File: config.mk
export PLATFORM = sky130hd
export DESIGN_NAME = ultrasonic_echo_ranger_unit
export DESIGN_NICKNAME = d
export VERILOG_FILES = /design/src/design/uer_pkg.sv /design/src/design/uer_cfg.sv /design/src/design/uer_seq.sv /design/src/design/ultrasonic_echo_ranger_unit.sv
export SDC_FILE = /design/constraint.sdc
export NUM_CORES = 1
export LEC_CHECK = 0
export BUFFER_PORTS_ARGS = -buffer_cell sky130_fd_sc_hd__buf_4
export CORE_MARGIN = 2
export CORE_UTILIZATION = 46
export CTS_CLUSTER_DIAMETER = 200
export DETAILED_ROUTE_END_ITERATION = 7
export RECOVER_POWER = 50
export SYNTH_ARGS = -nofsm -noshare
export SYNTH_HDL_FRONTEND = slang
export SYNTH_SLANG_ARGS = --single-unit
export TNS_END_PERCENT = 30
File: constraint.sdc
create_clock -name clk -period 4.1 [get_ports clk]
set_input_delay 0.205 -clock clk [delete_from_list [all_inputs] [get_ports clk]]
set_output_delay 0.205 -clock clk [all_outputs]
set_load 0.03 [all_outputs]
File: src/design/uer_pkg.sv
// Shared types and constants for the ultrasonic echo ranger.
// Holds payload structs, configuration layout, status codes and phase codes.
// No dependencies.
package uer_pkg;

  localparam int DIST_W     = 10;
  localparam int STATUS_W   = 2;
  localparam int CFG_IDX_W  = 3;
  localparam int CFG_DATA_W = 16;

  // Register indexes on the configuration port
  localparam logic [CFG_IDX_W-1:0] REG_TIMEOUT_US       = 3'd0;
  localparam logic [CFG_IDX_W-1:0] REG_TRIGGER_WIDTH_US = 3'd1;
  localparam logic [CFG_IDX_W-1:0] REG_SETTLE_LOW_US    = 3'd2;
  localparam logic [CFG_IDX_W-1:0] REG_US_PER_CM        = 3'd3;
  localparam logic [CFG_IDX_W-1:0] REG_MIN_CM           = 3'd4;
  localparam logic [CFG_IDX_W-1:0] REG_MAX_CM           = 3'd5;

  // Register reset values
  localparam logic [15:0]       RST_TIMEOUT_US       = 16'd30000;
  localparam logic [7:0]        RST_TRIGGER_WIDTH_US = 8'd10;
  localparam logic [7:0]        RST_SETTLE_LOW_US    = 8'd2;
  localparam logic [7:0]        RST_US_PER_CM        = 8'd58;
  localparam logic [DIST_W-1:0] RST_MIN_CM           = 10'd2;
  localparam logic [DIST_W-1:0] RST_MAX_CM           = 10'd400;

  // Measurement status codes
  localparam logic [STATUS_W-1:0] ST_OK        = 2'd0;
  localparam logic [STATUS_W-1:0] ST_NO_ECHO   = 2'd1;
  localparam logic [STATUS_W-1:0] ST_TOO_LONG  = 2'd2;
  localparam logic [STATUS_W-1:0] ST_OUT_RANGE = 2'd3;

  typedef enum logic [4:0] {
    PH_IDLE   = 5'b00001,
    PH_SETTLE = 5'b00010,
    PH_TRIG   = 5'b00100,
    PH_WAIT   = 5'b01000,
    PH_MEAS   = 5'b10000
  } phase_t;

  typedef struct packed {
    logic [15:0]       timeout_us;
    logic [7:0]        trigger_width_us;
    logic [7:0]        settle_low_us;
    logic [7:0]        us_per_cm;
    logic [DIST_W-1:0] min_cm;
    logic [DIST_W-1:0] max_cm;
  } cfg_t;

  typedef struct packed {
    logic start_req;
    logic echo_level;
  } in_t;

  typedef struct packed {
    logic                trigger_level;
    logic                busy_res;
    logic                done_res;
    logic [DIST_W-1:0]   distance_cm;
    logic [STATUS_W-1:0] status;
  } out_t;

endpackage

File: src/design/uer_cfg.sv
// Configuration register file for the ultrasonic echo ranger.
// Depends on uer_pkg for the register layout, indexes and reset values.
module uer_cfg (
  input  logic                           clk,
  input  logic                           rst,
  input  logic                           cfg_valid,
  output logic                           cfg_ready,
  input  logic [uer_pkg::CFG_IDX_W-1:0]  cfg_index,
  input  logic [uer_pkg::CFG_DATA_W-1:0] cfg_data,
  output uer_pkg::cfg_t                  cfg
);

  assign cfg_ready = 1'b1;

  always_ff @(posedge clk) begin
    if (rst) begin
      cfg.timeout_us       <= uer_pkg::RST_TIMEOUT_US;
      cfg.trigger_width_us <= uer_pkg::RST_TRIGGER_WIDTH_US;
      cfg.settle_low_us    <= uer_pkg::RST_SETTLE_LOW_US;
      cfg.us_per_cm        <= uer_pkg::RST_US_PER_CM;
      cfg.min_cm           <= uer_pkg::RST_MIN_CM;
      cfg.max_cm           <= uer_pkg::RST_MAX_CM;
    end else if (cfg_valid) begin
      case (cfg_index)
        uer_pkg::REG_TIMEOUT_US:       cfg.timeout_us       <= cfg_data[15:0];
        uer_pkg::REG_TRIGGER_WIDTH_US: cfg.trigger_width_us <= cfg_data[7:0];
        uer_pkg::REG_SETTLE_LOW_US:    cfg.settle_low_us    <= cfg_data[7:0];
        uer_pkg::REG_US_PER_CM:        cfg.us_per_cm        <= cfg_data[7:0];
        uer_pkg::REG_MIN_CM:           cfg.min_cm           <= cfg_data[uer_pkg::DIST_W-1:0];
        uer_pkg::REG_MAX_CM:           cfg.max_cm           <= cfg_data[uer_pkg::DIST_W-1:0];
        default: ;  // drop writes to unknown indexes
      endcase
    end
  end

endmodule

File: src/design/uer_seq.sv
// Ranging sequencer: phase, tick counter, running quotient and last result.
// Depends on uer_pkg for payload, configuration and phase types.
module uer_seq #(
  parameter int COUNT_WIDTH = 16
) (
  input  logic          clk,
  input  logic          rst,
  input  logic          step,
  input  uer_pkg::in_t  item,
  input  uer_pkg::cfg_t cfg,
  output uer_pkg::out_t res
);

  localparam int CMP_W = (COUNT_WIDTH > 16) ? COUNT_WIDTH : 16;
  localparam int QUO_W = uer_pkg::DIST_W + 1;

  uer_pkg::phase_t phase, phase_next;
  logic [COUNT_WIDTH-1:0]       tick_count, tick_count_next, tick_inc;
  logic [QUO_W-1:0]             quo, quo_next;
  logic [7:0]                   rem, rem_next;
  logic [uer_pkg::DIST_W-1:0]   last_distance, last_distance_next;
  logic [uer_pkg::STATUS_W-1:0] last_status, last_status_next;

  logic       done;
  logic [7:0] trig_w;
  logic [7:0] div;
  logic       cnt_timeout;
  logic       inc_timeout;
  logic       rem_wrap;

  assign trig_w = (cfg.trigger_width_us == 8'd0) ? 8'd1 : cfg.trigger_width_us;
  assign div    = (cfg.us_per_cm == 8'd0) ? 8'd1 : cfg.us_per_cm;

  // Saturating tick increment and the two timeout checks
  assign tick_inc    = (&tick_count) ? tick_count : tick_count + COUNT_WIDTH'(1);
  assign cnt_timeout = (CMP_W'(tick_count) > CMP_W'(cfg.timeout_us)) || (&tick_count);
  assign inc_timeout = (CMP_W'(tick_inc) > CMP_W'(cfg.timeout_us)) || (&tick_inc);

  // Remainder reaches the divisor: roll into the quotient
  assign rem_wrap = (({1'b0, rem} + 9'd1) == {1'b0, div});

  always_comb begin
    phase_next         = phase;
    tick_count_next    = tick_count;
    quo_next           = quo;
    rem_next           = rem;
    last_distance_next = last_distance;
    last_status_next   = last_status;
    done               = 1'b0;
    case (phase)
      uer_pkg::PH_SETTLE: begin
        if (tick_count >= COUNT_WIDTH'(cfg.settle_low_us)) begin
          phase_next      = uer_pkg::PH_TRIG;
          tick_count_next = COUNT_WIDTH'(1);
        end else begin
          tick_count_next = tick_inc;
        end
      end
      uer_pkg::PH_TRIG: begin
        if (tick_count >= COUNT_WIDTH'(trig_w)) begin
          phase_next      = uer_pkg::PH_WAIT;
          tick_count_next = COUNT_WIDTH'(1);
        end else begin
          tick_count_next = tick_inc;
        end
      end
      uer_pkg::PH_WAIT: begin
        if (item.echo_level) begin
          phase_next      = uer_pkg::PH_MEAS;
          tick_count_next = COUNT_WIDTH'(1);
          if (div == 8'd1) begin
            quo_next = QUO_W'(1);
            rem_next = 8'd0;
          end else begin
            quo_next = '0;
            rem_next = 8'd1;
          end
        end else if (cnt_timeout) begin
          phase_next         = uer_pkg::PH_IDLE;
          tick_count_next    = '0;
          last_status_next   = uer_pkg::ST_NO_ECHO;
          last_distance_next = '0;
          done               = 1'b1;
        end else begin
          tick_count_next = tick_inc;
        end
      end
      uer_pkg::PH_MEAS: begin
        if (item.echo_level) begin
          tick_count_next = tick_inc;
          // hold quotient/remainder once the count saturates (timeout follows)
          if (!(&tick_count)) begin
            if (rem_wrap) begin
              rem_next = 8'd0;
              quo_next = (&quo) ? quo : quo + QUO_W'(1);
            end else begin
              rem_next = rem + 8'd1;
            end
          end
          if (inc_timeout) begin
            phase_next         = uer_pkg::PH_IDLE;
            tick_count_next    = '0;
            last_status_next   = uer_pkg::ST_TOO_LONG;
            last_distance_next = '0;
            done               = 1'b1;
          end
        end else begin
          phase_next      = uer_pkg::PH_IDLE;
          tick_count_next = '0;
          done            = 1'b1;
          if ((quo < {1'b0, cfg.min_cm}) || (quo > {1'b0, cfg.max_cm})) begin
            last_status_next   = uer_pkg::ST_OUT_RANGE;
            last_distance_next = '0;
          end else begin
            last_status_next   = uer_pkg::ST_OK;
            last_distance_next = quo[uer_pkg::DIST_W-1:0];
          end
        end
      end
      default: begin
        phase_next      = uer_pkg::PH_IDLE;
        tick_count_next = '0;
        if (item.start_req) begin
          phase_next      = (cfg.settle_low_us == 8'd0) ? uer_pkg::PH_TRIG
                                                        : uer_pkg::PH_SETTLE;
          tick_count_next = COUNT_WIDTH'(1);
        end
      end
    endcase
  end

  always_comb begin
    res.trigger_level = (phase_next == uer_pkg::PH_TRIG);
    res.busy_res      = (phase_next != uer_pkg::PH_IDLE);
    res.done_res      = done;
    res.distance_cm   = last_distance_next;
    res.status        = last_status_next;
  end

  always_ff @(posedge clk) begin
    if (rst) begin
      phase         <= uer_pkg::PH_IDLE;
      tick_count    <= '0;
      last_distance <= '0;
      last_status   <= uer_pkg::ST_OK;
    end else if (step) begin
      phase         <= phase_next;
      tick_count    <= tick_count_next;
      last_distance <= last_distance_next;
      last_status   <= last_status_next;
    end
  end

  // quotient tracking is set on entry to the measure phase
  always_ff @(posedge clk) begin
    if (step) begin
      quo <= quo_next;
      rem <= rem_next;
    end
  end

endmodule

File: src/design/ultrasonic_echo_ranger_unit.sv
// Top level of the ultrasonic echo ranger: input register, sequencer, result register.
// Depends on uer_pkg, uer_cfg and uer_seq.
//
// Each transfer on the input channel is one microsecond tick carrying a start
// request and the sampled echo level; each tick yields exactly one result
// transfer with trigger level, busy, done, distance and status. The block
// takes one tick per clock cycle while the output is not stalled. A tick
// passes through an input register and then one pass of sequencer logic into
// the result register. The distance comes from a quotient and remainder that
// advance with each high echo tick, so the divide by us_per_cm costs nothing
// at echo fall. The input side stalls only when a tick is waiting in the input
// register and the result register is full and stalled. Configuration writes
// are always ready and take effect at once; write them only while no
// measurement is running.
module ultrasonic_echo_ranger_unit #(
  parameter int COUNT_WIDTH = 16
) (
  input  logic                           clk,
  input  logic                           rst,
  input  logic                           in_valid,
  output logic                           in_stall,
  input  uer_pkg::in_t                   in_data,
  output logic                           out_valid,
  input  logic                           out_stall,
  output uer_pkg::out_t                  out_data,
  input  logic                           cfg_valid,
  output logic                           cfg_ready,
  input  logic [uer_pkg::CFG_IDX_W-1:0]  cfg_index,
  input  logic [uer_pkg::CFG_DATA_W-1:0] cfg_data
);

  uer_pkg::cfg_t cfg;
  uer_pkg::in_t  item;
  uer_pkg::out_t res;
  logic          item_valid;
  logic          out_free;
  logic          step;

  uer_cfg u_cfg (
    .clk       (clk),
    .rst       (rst),
    .cfg_valid (cfg_valid),
    .cfg_ready (cfg_ready),
    .cfg_index (cfg_index),
    .cfg_data  (cfg_data),
    .cfg       (cfg)
  );

  // Result register can load when empty or being drained this cycle
  assign out_free = !out_valid || !out_stall;
  // Advance the held tick through the sequencer into the result register
  assign step     = item_valid && out_free;
  // Hold off new ticks only while the held tick cannot advance
  assign in_stall = item_valid && !out_free;

  uer_seq #(
    .COUNT_WIDTH (COUNT_WIDTH)
  ) u_seq (
    .clk  (clk),
    .rst  (rst),
    .step (step),
    .item (item),
    .cfg  (cfg),
    .res  (res)
  );

  // Input register: capture each accepted transfer
  always_ff @(posedge clk) begin
    if (rst) begin
      item_valid <= 1'b0;
    end else if (!in_stall) begin
      item_valid <= in_valid;
    end
  end

  always_ff @(posedge clk) begin
    if (!in_stall && in_valid) begin
      item <= in_data;
    end
  end

  // Result register: load on a sequencer step, drop once transferred
  always_ff @(posedge clk) begin
    if (rst) begin
      out_valid <= 1'b0;
    end else if (out_free) begin
      out_valid <= step;
    end
  end

  always_ff @(posedge clk) begin
    if (step) begin
      out_data <= res;
    end
  end

  // A finishing tick leaves the block idle
  assert property (@(posedge clk) disable iff (rst)
    (out_valid && out_data.done_res) |-> !out_data.busy_res)
    else $error("done result shows busy");

  // Trigger is only driven during a measurement
  assert property (@(posedge clk) disable iff (rst)
    (out_valid && out_data.trigger_level) |-> out_data.busy_res)
    else $error("trigger high while not busy");

  // Error results always carry a zero distance
  assert property (@(posedge clk) disable iff (rst)
    (out_valid && (out_data.status != uer_pkg::ST_OK)) |-> (out_data.distance_cm == '0))
    else $error("nonzero distance with error status");

  // A tick stalled at the input register is still held next cycle
  assert property (@(posedge clk) disable iff (rst)
    in_stall |=> item_valid)
    else $error("held tick lost while stalled");

endmodule
==> results of run 1 <==
==> metrics by stage <==
step	setup WS, ns	hold slack, ns	util	power, mW
floorplan	0.290	0.304	-	1.52
global placement	0.204	0.384	0.512	1.59
detailed placement	0.0896	0.384	0.512	1.59
CTS	0.0661	0.0234	0.557	3.26
global route	0.0306	0.0302	0.552	3.34
finish	0.197	0.0337	0.552	3.23
==> repair_timing <==
action,CTS,global route
setup endpoints to repair,0,26
hold endpoints to repair,7,0
buffers inserted,0,0
hold buffers,7,0
gates resized for setup,0,2
==> how the worst max path moves through the flow <==
stage                                          end  cells after the start
3_3_place_gp      u_seq.tick_count[5]$_SDFFE_PP0P_                     13
3_5_place_dp      u_seq.tick_count[8]$_SDFFE_PP0P_                     13
5_1_grt        u_seq.last_distance[2]$_SDFFE_PP0P_                     15
6_report          u_seq.tick_count[8]$_SDFFE_PP0P_                     13
2_1_floorplan               out_data[10]$_DFFE_PP_                     13
4_1_cts           u_seq.tick_count[8]$_SDFFE_PP0P_                     13
==> layout make-up <==
| type | count | area [sq um] | area share |
|---|---|---|---|
| repair buffers | 69 | 457 | 0.0517 |
| inverters | 61 | 229 | 0.0259 |
| clock inverters | 13 | 195 | 0.0221 |
| flip-flops and latches | 131 | 2980 | 0.338 |
| well taps | 216 | 270 | 0.0306 |
| clock buffers | 19 | 454 | 0.0514 |
| multi-input cells | 659 | 4250 | 0.481 |
==> state kept, by name (all words and copies together), names as in the netlist <==
name / flops
u_seq.rem: 8
u_seq.tick_count: 16
out_data: 15
out_valid: 1
u_seq.quo: 11
item: 2
u_seq.last_distance: 10
item_valid: 1
u_seq.last_status: 2
u_cfg.cfg: 60
u_seq.phase: 5
==> cell usage after synthesis, types with 10 or more instances <==
cell type / n
nand2_1: 138
dfxtp_1: 95
a21oi_1: 79
ha_1: 70
nor2_1: 70
inv_1: 59
edfxtp_1: 36
nand3_1: 33
clkbuf_1: 26
a22o_1: 22
a21o_1: 19
and3_1: 18
o21ai_1: 16
xor2_1: 16
xnor2_1: 13
a211o_1: 12
nor3_1: 12
nor4_1: 12
nand4_1: 11
nor2b_1: 11
o21ai_0: 10
==> power by group <==
part	leakage, nW	switching [mW]	internal (mW)
combinational	2.17	0.126	0.0680
clock	0.312	0.600	1.06
sequential	1.13	0.0180	1.35
==> cell usage in the layout, fill, tap and decap left out, types with 4 or more instances in the layout <==
cell / n
and4_1: 4
a31oi_1: 6
a21oi_1: 78
nand3b_1: 8
o21ai_1: 16
clkbuf_16: 18
nor4_1: 11
inv_1: 59
xnor2_1: 13
clkbuf_1: 22
o211ai_1: 4
bufinv_16: 4
or2_2: 5
o31ai_1: 5
and2_1: 4
a21o_1: 19
dfxtp_1: 95
and3_1: 18
ha_1: 70
a211o_1: 12
a22o_1: 22
dlygate4sd3_1: 7
xor2_1: 16
nand3_1: 33
o21ai_0: 10
nor2b_1: 11
edfxtp_1: 36
nand4_1: 11
nand2_1: 138
buf_4: 39
nand2b_1: 4
a211oi_1: 7
nor2_1: 70
nor3_1: 12
==> critical path, stage by stage, from the launching register on <==
cell      delay [ns]
dfxtp_1         0.48
ha_1            0.33
nand4_4         0.20
nor4_2          0.42
mux2_2          0.40
ha_1            0.29
nor2b_1         0.13
o211ai_1        0.15
a21oi_1         0.08
o31ai_1         0.27
a21oi_2         0.17
nor4_4          0.18
o31a_1          0.51
a22o_1          0.23
==> routing by layer <==
metal  share of wire  global-route usage
met5               0                   0
met4           0.023              0.0884
met3           0.033              0.0410
met2            0.50               0.417
met1            0.44               0.291
==> cells by family (layout without fill, tap and decap cells) <==
logic type	count (synthesis)	in the layout	synth area share
and+or+nand+nor	345	345	0.219
muxes	3	3	0.00412
DFF	131	131	0.393
adders and majority gates	70	70	0.115
other	1	1	0.000494
AOI/OAI and AO/OA	211	211	0.184
buffers and inverters	97	162	0.0503
xor gates and xnor gates	29	29	0.0335
==> run_results.csv, run 1 <==
group,metric,value,unit
floorplan,die_w,132,um
setup_path,crit_fanout,11,
yosys,ys_seq_area_frac,0.393,
setup_path,r2r_end,"u_seq.tick_count[8]$_SDFFE_PP0P_",
grt,antenna_found_initial,0,
sta,slew_viol_final,0,
floorplan,row_count,46,
job,drv_cap,0,
floorplan,die_area,17500,sq um
layout,stdcell_area,8840,sq um
hold_path,min_to,"out_valid$_SDFFE_PP0N_",
setup_path,critical_path_class,"flop to flop",
placement,io_buffers,42,
sta,fin_crit_sh,0.952,
hold_path,hold_path_startpoint,"out_stall",
hold_path,whs_path_depth,3,
layout,fillers,1529,
floorplan,initial_core_util,0.474,
placement,dp.cells,1129,
yosys,yosys-top-cells-area,"dfxtp_1, edfxtp_1, ha_1",
drt,firstDrtPassIters,4,
yosys,synth_async_sr_flop_share,0,
placement,placed_area,8190,sq um
yosys,ys_warn_count,0,
drt,wl,20.2,mm
layout,syn_to_final_growth,16.4,%
setup_path,crit_start,"u_seq.tick_count[1]$_SDFFE_PP0P_",
yosys,yosysTopAreaCell,"dfxtp_1",
clock_tree,cts_buffer_depth,2,
drt,antenna_left,0,
sta,max_slew_margin,0.360,
grt,grt_pass1_vias,6567,
grt,grt_max_degree,86,
clock_tree,clk_pin_slew_worst_paths,0.06,ns
clock_tree,cts_buffers,17,
layout,final_cells,1168,
floorplan,pin_count,44,
grt,grt_pass1_wl,33.1,mm
grt,grt_remaining_overflow,0,
sta,finClkSkew,0.00750,ns
clock_tree,cts_tree,"built",
drt,first_iter_violations,451,
yosys,synthFlopType,"dfxtp_1",
yosys,synthesis.instances,887,
yosys,synth_area,7590,sq um
sta,max_freq,256,MHz
setup_path,crit_required,4.46,ns
power,powerDensity,365,nW/um^2
drt,routedWlPerCell,17.3,um
yosys,syn-mean-instance-area,8.56,sq um
hold_path,hp-class,"primary input to flop",
placement,hpwl,14.7,mm
sta,worst_slew_pin_slew,0.957,ns
setup_path,start_kind,"flop",
setup_path,timing.rr.start,"u_seq.tick_count[1]$_SDFFE_PP0P_",
yosys,ys_types,67,
sta,finalSetupViolCount,0,
setup_path,cp-end-kind,"flop",
grt,grt.total_usage,0.237,
layout,antenna_cells,0,
clock_tree,cts-root-buf,"clkbuf_16",
yosys,synth_edf_count,36,
yosys,syn_nets,983,
sta,rsz0062_at_grt,"no",
setup_path,reg2reg_depth,13,
sta,fin_setup_tns,0,ns
layout,drive_gt1_frac,0.0935,
drt,viasPerCell,5.65,
layout,layout.nets,1035,
setup_path,critPathArrivalTime,4.26,ns
floorplan,die_y,132,um
drt,drcViolationCount,0,
sta,hold_violations,0,
clock_tree,insertion_delay,0.42,ns
floorplan,core,16000,sq um
drt,vias,6603,
power,power.leakage,3.61,nW
power,vdd_ir_drop_max,0.270,mV
clock_tree,cts.sinks,131,
outcome,status,"complete, no violations",
sta,min_period,3.90,ns
yosys,synth_top_area_frac,0.251,
yosys,ys_seq_elements,131,
setup_path,reg2reg_slack,0.20,ns
clock_tree,htree_levels,4,
placement,place_congestion,0.901,
(Power assumes the default switching activity.)
==> run 2, diff against run 1 <==
--- a/config.mk
+++ b/config.mk
@@ -6,6 +6,7 @@
 export NUM_CORES = 1
 export LEC_CHECK = 0
 export BUFFER_PORTS_ARGS = -buffer_cell sky130_fd_sc_hd__buf_4
+export CORE_ASPECT_RATIO = 0.75
 export CORE_MARGIN = 2
 export CORE_UTILIZATION = 46
 export CTS_CLUSTER_DIAMETER = 200
==> run_results.csv, run 2 (same netlist as run 1, synthesis figures left out) <==
group,metric,value,unit
power,vdd_ir_drop_max,0.261,mV
clock_tree,cts_buffers,17,
hold_path,min_to,"u_cfg.cfg[52]$_SDFFE_PP1P_",
grt,grt_pass1_vias,6297,
layout,fillers,1469,
sta,hold_ws,0.0141,ns
power,seqPwrFrac,0.426,
power,power.leakage,3.61,nW
clock_tree,cts_setup_buffers,0,
placement,hpwl,15.2,mm
setup_path,r2r_end,"out_data[13]$_DFFE_PP_",
setup_path,timing.rr.start,"u_seq.tick_count[2]$_SDFFE_PP0P_",
power,clkPwrFrac,0.514,
outcome,status,"complete, no violations",
clock_tree,clk_pin_slew_worst_paths,0.06,ns
layout,antenna_cells,0,
sta,min_period,3.84,ns
grt,grt_pass1_wl,33.1,mm
hold_path,whs_path_depth,2,
setup_path,crit_fanout,21,
layout,drive_gt1_frac,0.0946,
setup_path,cp-end-kind,"flop",
floorplan,initial_core_util,0.473,
drt,antenna_left,0,
layout,regMostFlops,"u_cfg.cfg",
setup_path,critPathArrivalTime,4.10,ns
placement,io_buffers,42,
sta,finClkSkew,0.0136,ns
drt,routedWlPerCell,17.8,um
clock_tree,cts_buffer_depth,2,
drt,drcViolationCount,0,
floorplan,die_area,17600,sq um
floorplan,die_w,152,um
sta,finalSetupViolCount,0,
clock_tree,insertion_delay,0.43,ns
drt,firstDrtPassIters,5,
grt,antenna_found_initial,0,
job,drv_cap,0,
power,switching_share,0.230,
sta,slew_viol_final,0,
layout,final_common_cell,"nand2_1",
setup_path,start_kind,"flop",
drt,viasPerCell,5.75,
layout,layout.nets,1034,
power,powerDensity,365,nW/um^2
layout,syn_to_final_growth,16.5,%
layout,final_cell_mix,"nand2_1, dfxtp_1, a21oi_1, nor2_1, ha_1",
floorplan,pin_count,44,
setup_path,critical_path_class,"flop to flop",
sta,fin_crit_sh,0.936,
clock_tree,htree_levels,4,
clock_tree,cts-root-buf,"clkbuf_16",
clock_tree,cts.sinks,131,
placement,place_congestion,0.982,
hold_path,hold_path_startpoint,"cfg_data[8]",
drt,first_iter_violations,584,
power,switchingPower,741,uW
layout,largestRegisters,"u_cfg.cfg: 60 flops, u_seq.tick_count: 16 flops, out_data: 15 flops",
hold_path,hp-class,"primary input to flop",
sta,max_freq,261,MHz
drt,wl,20.7,mm
floorplan,core,16100,sq um
drt,vias,6671,
sta,fin_setup_tns,0,ns
setup_path,reg2reg_slack,0.26,ns
layout,largest_register_ffs,60,
power,internal-power,2.48,mW
sta,hold_violations,0,
power,p_comb_frac,0.061,
setup_path,reg2reg_depth,14,
grt,grt_max_degree,86,
grt,grt.total_usage,0.241,
floorplan,die_y,115,um
floorplan,row_count,40,
grt,grt_remaining_overflow,0,
setup_path,crit_required,4.37,ns
sta,worst_slew_pin_slew,1.09,ns
sta,max_slew_margin,0.271,
clock_tree,cts_tree,"built",
sta,rsz0062_at_grt,"no",
[run 2: changes by cell type in the layout (fill, tap and decap cells not counted), sizes merged]
cell | before | now
bufinv | 4 | 2
clkinv | 4 | 5
inv | 64 | 60
clkbuf | 42 | 46
[run 2: through the flow]
step	power, mW	util	cells	area, sq um	setup WS (ns)
global placement	1.59	0.509	1122	8170	0.320
floorplan	1.52	-	887	7590	0.290
CTS	3.25	0.554	1161	8900	0.175
detailed placement	1.59	0.509	1122	8170	0.234
finish	3.22	0.550	1161	8840	0.264
global route	3.33	0.550	1161	8840	0.0214
[run 2: what timing repair did]
| item | in CTS | in global routing |
|---|---|---|
| setup endpoints to repair | 0 | 26 |
| hold endpoints to repair | 7 | 0 |
| gates resized for setup | 0 | 4 |
| hold buffers | 7 | 0 |
[run 2: power by group through the flow]
stage | Combinational, mW | Clock, mW | Sequential (mW)
after global routing | 0.217 | 1.73 | 1.37
after global placement | 0.191 | 0 | 1.40
after floorplan | 0.110 | 0 | 1.41
final | 0.195 | 1.66 | 1.37
after CTS | 0.201 | 1.68 | 1.37
after detailed placement | 0.194 | 0 | 1.40
[run 2: layer usage]
layer,vias to the layer above,share of wire,GRT usage
li1,3284,-,-
met1,3141,0.50,0.354
met2,225,0.41,0.353
met3,21,0.077,0.0565
met4,0,0.010,0.0654
met5,-,0,0
[run 2: cell type report]
type                    instances  area (sq um)  share of cell area
repair buffers                 68           453              0.0512
inverters                      61           229              0.0259
multi-input cells             659          4260               0.481
clock buffers                  24           547              0.0618
clock inverters                 8           110              0.0125
well taps                     210           263              0.0297
flip-flops and latches        131          2980               0.337
[run 2: how the worst max path moves through the flow]
stage                                                start                                  end  cells after the start
after floorplan           u_seq.tick_count[1]$_SDFFE_PP0P_               out_data[10]$_DFFE_PP_                     13
after global placement    u_seq.tick_count[2]$_SDFFE_PP0P_     u_seq.tick_count[5]$_SDFFE_PP0P_                     13
after detailed placement  u_seq.tick_count[0]$_SDFFE_PP0P_    u_seq.tick_count[11]$_SDFFE_PP0P_                     13
after CTS                 u_seq.tick_count[0]$_SDFFE_PP0P_    u_seq.tick_count[11]$_SDFFE_PP0P_                     13
after global routing      u_seq.tick_count[0]$_SDFFE_PP0P_  u_seq.last_distance[2]$_SDFFE_PP0P_                     15
final                     u_seq.tick_count[2]$_SDFFE_PP0P_               out_data[13]$_DFFE_PP_                     14
[run 2: critical path, stage by stage, from the launching register on]
cell      delay [ns]
dfxtp_1         0.63
nand3_1         0.29
nor4_1          0.44
and3_1          0.22
xnor2_1         0.12
nand2_1         0.10
ha_1            0.30
a21o_1          0.16
a21o_1          0.17
a211oi_1        0.31
a21oi_2         0.16
o32ai_2         0.27
buf_4           0.31
inv_2           0.06
o21ai_1         0.14
